**src/rtl/core/fsgs_pkg.sv**
```systemverilog
package fsgs_pkg;

    // Grid geometry
    localparam int GRID_ROWS  = 128;
    localparam int GRID_COLS  = 128;
    localparam int CELL_COUNT = GRID_ROWS * GRID_COLS;
    localparam int ROW_W      = $clog2(GRID_ROWS);
    localparam int COL_W      = $clog2(GRID_COLS);
    localparam int CELL_AW    = $clog2(CELL_COUNT);
    localparam int MEM_AW     = CELL_AW + 1;
    localparam int MEM_DEPTH  = 2 ** MEM_AW;

    // Random direction generator
    localparam logic [15:0] LFSR_MASK  = 16'hB400;
    localparam logic [15:0] SEED_RESET = 16'd44257;

    typedef enum logic [1:0] {
        REQ_WRITE = 2'd0,
        REQ_READ  = 2'd1,
        REQ_STEP  = 2'd2,
        REQ_NONE  = 2'd3
    } req_kind_t;

    typedef struct packed {
        logic [1:0] req_type;
        logic [6:0] row;
        logic [6:0] col;
        logic [7:0] cell_value;
    } in_item_t;

    typedef struct packed {
        logic [7:0] read_value;
        logic [1:0] done_kind;
    } out_item_t;

    typedef enum logic [3:0] {
        ST_INIT_CLR,
        ST_IDLE,
        ST_DISPATCH,
        ST_READ_WAIT,
        ST_STEP_CLR,
        ST_SCAN_ISSUE,
        ST_SCAN_TAG,
        ST_CHK_DOWN,
        ST_CHK_DIAG1,
        ST_CHK_DIAG2,
        ST_FINISH
    } state_t;

    // Memory address sources
    typedef enum logic [2:0] {
        AS_REQ,
        AS_ALL,
        AS_HALF,
        AS_SELF,
        AS_DOWN,
        AS_DIAG1,
        AS_DIAG2
    } addr_sel_t;

    typedef struct packed {
        logic      req_load;
        logic      idx_clear;
        logic      idx_inc;
        logic      scan_clear;
        logic      scan_inc;
        logic      mem_re;
        addr_sel_t rsel;
        logic      mem_we;
        addr_sel_t wsel;
        logic      tag_load;
        logic      lfsr_step;
        logic      swap;
        logic      out_load;
    } ctrl_cmd_t;

    typedef struct packed {
        req_kind_t req_kind;
        logic      req_inside;
        logic      all_last;
        logic      half_last;
        logic      scan_last;
        logic      rd_zero;
        logic      down_ok;
        logic      diag1_ok;
        logic      diag2_ok;
        logic      out_free;
    } dp_stat_t;

endpackage

```
**src/rtl/core/fsgs_ctrl.sv**
```systemverilog
module fsgs_ctrl (
    input  logic                aclk,
    input  logic                aresetn,
    input  logic                s_valid,
    output logic                s_ready,
    input  fsgs_pkg::dp_stat_t  stat,
    output fsgs_pkg::ctrl_cmd_t cmd
);
    import fsgs_pkg::*;

    state_t state_reg, state_next;

    always_ff @(posedge aclk) begin
        if (!aresetn) begin
            state_reg <= ST_INIT_CLR;
        end else begin
            state_reg <= state_next;
        end
    end

    // Next state
    always_comb begin
        state_next = state_reg;
        unique case (state_reg)
            ST_INIT_CLR: begin
                if (stat.all_last) state_next = ST_IDLE;
            end
            ST_IDLE: begin
                if (s_valid) state_next = ST_DISPATCH;
            end
            ST_DISPATCH: begin
                unique case (stat.req_kind)
                    REQ_READ:  state_next = ST_READ_WAIT;
                    REQ_STEP:  state_next = ST_STEP_CLR;
                    default:   state_next = ST_FINISH;
                endcase
            end
            ST_READ_WAIT: state_next = ST_FINISH;
            ST_STEP_CLR: begin
                if (stat.half_last) state_next = ST_SCAN_ISSUE;
            end
            ST_SCAN_ISSUE: state_next = ST_SCAN_TAG;
            ST_SCAN_TAG: begin
                if (!stat.rd_zero) begin
                    state_next = ST_CHK_DOWN;
                end else begin
                    state_next = stat.scan_last ? ST_FINISH : ST_SCAN_ISSUE;
                end
            end
            ST_CHK_DOWN: begin
                if (stat.down_ok && stat.rd_zero) begin
                    state_next = stat.scan_last ? ST_FINISH : ST_SCAN_ISSUE;
                end else begin
                    state_next = ST_CHK_DIAG1;
                end
            end
            ST_CHK_DIAG1: begin
                if (stat.diag1_ok && stat.rd_zero) begin
                    state_next = stat.scan_last ? ST_FINISH : ST_SCAN_ISSUE;
                end else begin
                    state_next = ST_CHK_DIAG2;
                end
            end
            ST_CHK_DIAG2: begin
                state_next = stat.scan_last ? ST_FINISH : ST_SCAN_ISSUE;
            end
            ST_FINISH: begin
                if (stat.out_free) state_next = ST_IDLE;
            end
            default: state_next = ST_IDLE;
        endcase
    end

    // Commands
    always_comb begin
        cmd     = '0;
        s_ready = 1'b0;
        unique case (state_reg)
            ST_INIT_CLR: begin
                cmd.mem_we  = 1'b1;
                cmd.wsel    = AS_ALL;
                cmd.idx_inc = 1'b1;
            end
            ST_IDLE: begin
                s_ready      = 1'b1;
                cmd.req_load = s_valid;
            end
            ST_DISPATCH: begin
                unique case (stat.req_kind)
                    REQ_WRITE: begin
                        cmd.mem_we = stat.req_inside;
                        cmd.wsel   = AS_REQ;
                    end
                    REQ_READ: begin
                        cmd.mem_re = 1'b1;
                        cmd.rsel   = AS_REQ;
                    end
                    REQ_STEP: cmd.idx_clear = 1'b1;
                    default: ;
                endcase
            end
            ST_READ_WAIT: ;
            ST_STEP_CLR: begin
                cmd.mem_we     = 1'b1;
                cmd.wsel       = AS_HALF;
                cmd.idx_inc    = 1'b1;
                cmd.scan_clear = stat.half_last;
            end
            ST_SCAN_ISSUE: begin
                cmd.mem_re = 1'b1;
                cmd.rsel   = AS_SELF;
            end
            ST_SCAN_TAG: begin
                cmd.tag_load = 1'b1;
                if (!stat.rd_zero) begin
                    cmd.lfsr_step = 1'b1;
                    cmd.mem_re    = 1'b1;
                    cmd.rsel      = AS_DOWN;
                end else begin
                    cmd.swap     = stat.scan_last;
                    cmd.scan_inc = !stat.scan_last;
                end
            end
            ST_CHK_DOWN: begin
                if (stat.down_ok && stat.rd_zero) begin
                    cmd.mem_we   = 1'b1;
                    cmd.wsel     = AS_DOWN;
                    cmd.swap     = stat.scan_last;
                    cmd.scan_inc = !stat.scan_last;
                end else begin
                    cmd.mem_re = 1'b1;
                    cmd.rsel   = AS_DIAG1;
                end
            end
            ST_CHK_DIAG1: begin
                if (stat.diag1_ok && stat.rd_zero) begin
                    cmd.mem_we   = 1'b1;
                    cmd.wsel     = AS_DIAG1;
                    cmd.swap     = stat.scan_last;
                    cmd.scan_inc = !stat.scan_last;
                end else begin
                    cmd.mem_re = 1'b1;
                    cmd.rsel   = AS_DIAG2;
                end
            end
            ST_CHK_DIAG2: begin
                cmd.mem_we   = 1'b1;
                cmd.wsel     = (stat.diag2_ok && stat.rd_zero) ? AS_DIAG2 : AS_SELF;
                cmd.swap     = stat.scan_last;
                cmd.scan_inc = !stat.scan_last;
            end
            ST_FINISH: begin
                cmd.out_load = stat.out_free;
            end
            default: ;
        endcase
    end

    a_one_at_a_time: assert property (@(posedge aclk) disable iff (!aresetn)
        (s_valid && s_ready) |=> !s_ready)
        else $error("request taken while another is in flight");

    a_out_slot_free: assert property (@(posedge aclk) disable iff (!aresetn)
        cmd.out_load |-> stat.out_free)
        else $error("result loaded over an unsent result");

endmodule

```
**config.mk**
```make
export PLATFORM = sky130hd
export DESIGN_NAME = fsgs_ctrl
export DESIGN_NICKNAME = d
export VERILOG_FILES = /design/src/rtl/core/fsgs_pkg.sv /design/src/rtl/core/fsgs_ctrl.sv
export SDC_FILE = /design/constraint.sdc
export NUM_CORES = 1
export LEC_CHECK = 0
export CELL_PAD_IN_SITES_DETAIL_PLACEMENT = 2
export CELL_PAD_IN_SITES_GLOBAL_PLACEMENT = 2
export CORE_MARGIN = 2
export CORE_UTILIZATION = 31
export DETAILED_ROUTE_END_ITERATION = 8
export DONT_BUFFER_PORTS = 1
export PLACE_DENSITY = 0.88
export SLEW_MARGIN = 20
export SYNTH_ARGS = -nofsm -noshare
export SYNTH_HDL_FRONTEND = slang
export SYNTH_SLANG_ARGS = --single-unit
```
**constraint.sdc**
```tcl
create_clock -name aclk -period 1.75 [get_ports aclk]
set_clock_uncertainty 0.1 [all_clocks]
set_input_delay 0.0875 -clock aclk [delete_from_list [all_inputs] [get_ports aclk]]
set_output_delay 0.0875 -clock aclk [all_outputs]
set_load 0.02 [all_outputs]
```
==> flow_summary_export.csv <==
group,metric,value,unit
outcome,status,"finished, violations left",
outcome,violations,"negative setup slack",
routing,first_iter_violations,25,
floorplan,die_w,54.2,um
grt,grt_pass1_wl,5180,um
timing,max_slew_margin,0.714,
final_layout,final_common_cell,"buf_4",
floorplan,core_area,2430,um2
critical_path,rrSetupSlack,0.04,ns
logic_synthesis,synth.area.top_cells,"dfxtp_1 10%, ha_1 8.0%, a21oi_1 7.7%",
final_layout,drive_above_1_share,0.318,
routing,firstDrtPassIters,4,
cts,clock_path_buffers,2,
final_layout,syn_to_final_growth,33.8,%
timing,finalMaxSlewViolations,0,
floorplan,fp.dieH,54.2,um
logic_synthesis,synth_cell_types,36,
final_layout,layout.area.seq,83.8,um2
critical_path,path_class,"flip-flop to output port",
grt,grt.overflow.total,0,
power,ir_worst_vdd,0.278,mV
grt,grt_pass1_vias,1000,
critical_path,crit_fanout,6,
place,gp_congestion,0.905,
cts,cts_tree,"done",
floorplan,io_pins,32,
grt,antenna_found_initial,0,
critical_path,cp.required,1.56,ns
logic_synthesis,synth_seq_cells,4,
critical_path,crit_start,"state_reg[1]",
floorplan,start_util,0.322,
floorplan,dieArea,2940,um2
timing,setup_slack,-0.102,ns
final_layout,design_area,1050,um2
routing,drc,0,
logic_synthesis,synthesis.nets,137,
final_layout,diodes,0,
logic_synthesis,synth.yosys.seq_area_share,0.102,
power,powerDensity,452,nW/um2
cts,cts_buffers,3,
timing,period_minus_slack,1.85,ns
logic_synthesis,synth.top_cell.area_share,0.102,
timing,fmax,540,MHz
critical_path,r2r_end,"state_reg[2]",
grt,grt_use_total,0.260,
logic_synthesis,synth-edff-count,0,
logic_synthesis,synth_ff_type,"dfxtp_1",
floorplan,rows,18,
final_layout,fin_nets,153,
cts,htreeDepth,1,
power,sw_frac_of_total,0.445,
power,p_leak,0.450,nW
final_layout,multi_input_area,684,um2
hold_path,hold_path_class,"primary input to flip-flop",
critical_path,cp-start-kind,"flip-flop",
logic_synthesis,async_reset_ff_frac,0,
routing,routedWlPerCell,23.7,um
routing,routed-via-count,1019,
timing,timing_hold_violations_final,0,
cts,clock_latency,0.26,ns
critical_path,worst_setup_path_end_kind,"output port",
place,hpwl,2540,um
timing,setup_viol_count_final,5,
critical_path,ff2ff_path_depth,4,
grt,grt_max_degree,23,
routing,routed_wl,3840,um
logic_synthesis,syn-cell-area,782,um2
place,placed_area,906,um2
final_layout,nFillCells,293,
cts,path_clk_slew,0.04,ns
timing,worst-slew-pin-transition,0.425,ns
place,numPortBuffers,0,
cts,clock-sinks,4,
timing,tns,-0.239,ns
power,net-switching-power,0.211,mW
routing,drtAntennaViolNets,0,
critical_path,timing.rr.start,"state_reg[0]",
logic_synthesis,yosysTopAreaCell,"dfxtp_1",
timing,grt_setup_unrepaired,"true",
timing,final.period_utilization,1.06,
power,p_int,0.262,mW
place,dp_slack,0.0706,ns
final_layout,final_cell_mix,"17 x buf_4, 11 x a21oi_1, 9 x nor2_1, 9 x nand2_1, 7 x inv_1",
hold_path,min-delay-start,"stat[0]",
cts,cts-root-buf,"clkbuf_4",
critical_path,worstSetupEndpoint,"cmd[11]",
critical_path,arrival,1.66,ns
final_layout,largest_reg_flops,4,
logic_synthesis,ys_warn_count,0,
power,power.total,0.473,mW
power,p_clk_frac,0.288,
power,p_comb_frac,0.481,
logic_synthesis,syn_avg_cell_area,6.63,um2
routing,via_per_inst,6.29,
power,seqPwrFrac,0.231,
job,cap_viol_max_count,0,
logic_synthesis,synth_cells,118,
## area by class of cell
class / instances / area share
inverter: 7 / 0.0251
sequential: 4 / 0.0801
timing repair buffer: 22 / 0.183
multi-input combinational: 96 / 0.654
clock buffer: 3 / 0.0215
tap: 30 / 0.0359
## routing by layer
metal | GRT usage | share of wire | vias to the layer above
li1 | - | - | 455
met2 | 0.464 | 0.51 | 46
met3 | 0.0191 | 0.048 | 19
met4 | 0.163 | 0.064 | 0
met5 | 0 | 0 | -
met1 | 0.297 | 0.38 | 499
## worst min-delay path by stage
stage / end / slack [ns] / depth (start not counted)
2_1_floorplan: state_reg[0] / 0.13 / 2
3_3_place_gp: state_reg[0] / 0.15 / 2
3_5_place_dp: state_reg[0] / 0.15 / 2
4_1_cts: state_reg[0] / 0.02 / 2
5_1_grt: state_reg[0] / 0.01 / 2
6_report: state_reg[0] / 0.002 / 2
## power groups by stage
stage | registers (mW) | clock network, mW | logic [mW]
detailed placement | 0.108 | 0 | 0.202
global placement | 0.107 | 0 | 0.191
floorplan | 0.102 | 0 | 0.154
global route | 0.110 | 0.150 | 0.243
CTS | 0.108 | 0.126 | 0.215
finish | 0.109 | 0.136 | 0.228
## stage by stage
stage,hold WS [ns],instances,utilization
2_1_floorplan,0.129,118,-
3_3_place_gp,0.150,156,0.372
3_5_place_dp,0.151,156,0.372
4_1_cts,0.0182,161,0.409
5_1_grt,0.0136,162,0.430
6_report,0.00161,162,0.430
## synthesized netlist by cell type (all sizes together), types with 4 or more instances
master,count
ha,5
inv,7
nand2,9
and3,4
nand2b,5
nor3,11
a31oi,6
buf,10
dfxtp,4
nor2,10
a21oi,12
## what timing repair did
item                                   in CTS  in global routing
hold buffers                                1                  0
endpoints found under the hold margin       3                  0
resized for setup                          14                 10
setup buffers                               1                  1
setup endpoints to repair                   8                  9
pin swaps                                   1                  3
cloned                                      0                  0
## critical path, stage by stage, from the launching register on
cell,delay [ns]
dfxtp_2,0.33
or3b_4,0.46
nor3_2,0.24
a211o_1,0.20
o21bai_4,0.18
## kinds of logic after synthesis
kind of cell	share of synthesized area
AND/OR/NAND/NOR	0.358
AO/OA/AOI/OAI	0.328
buffers and inverters	0.106
adder cells (fa/ha/maj)	0.0800
flip-flops	0.102
multiplexers	0.0256
(Power assumes the default switching activity.)
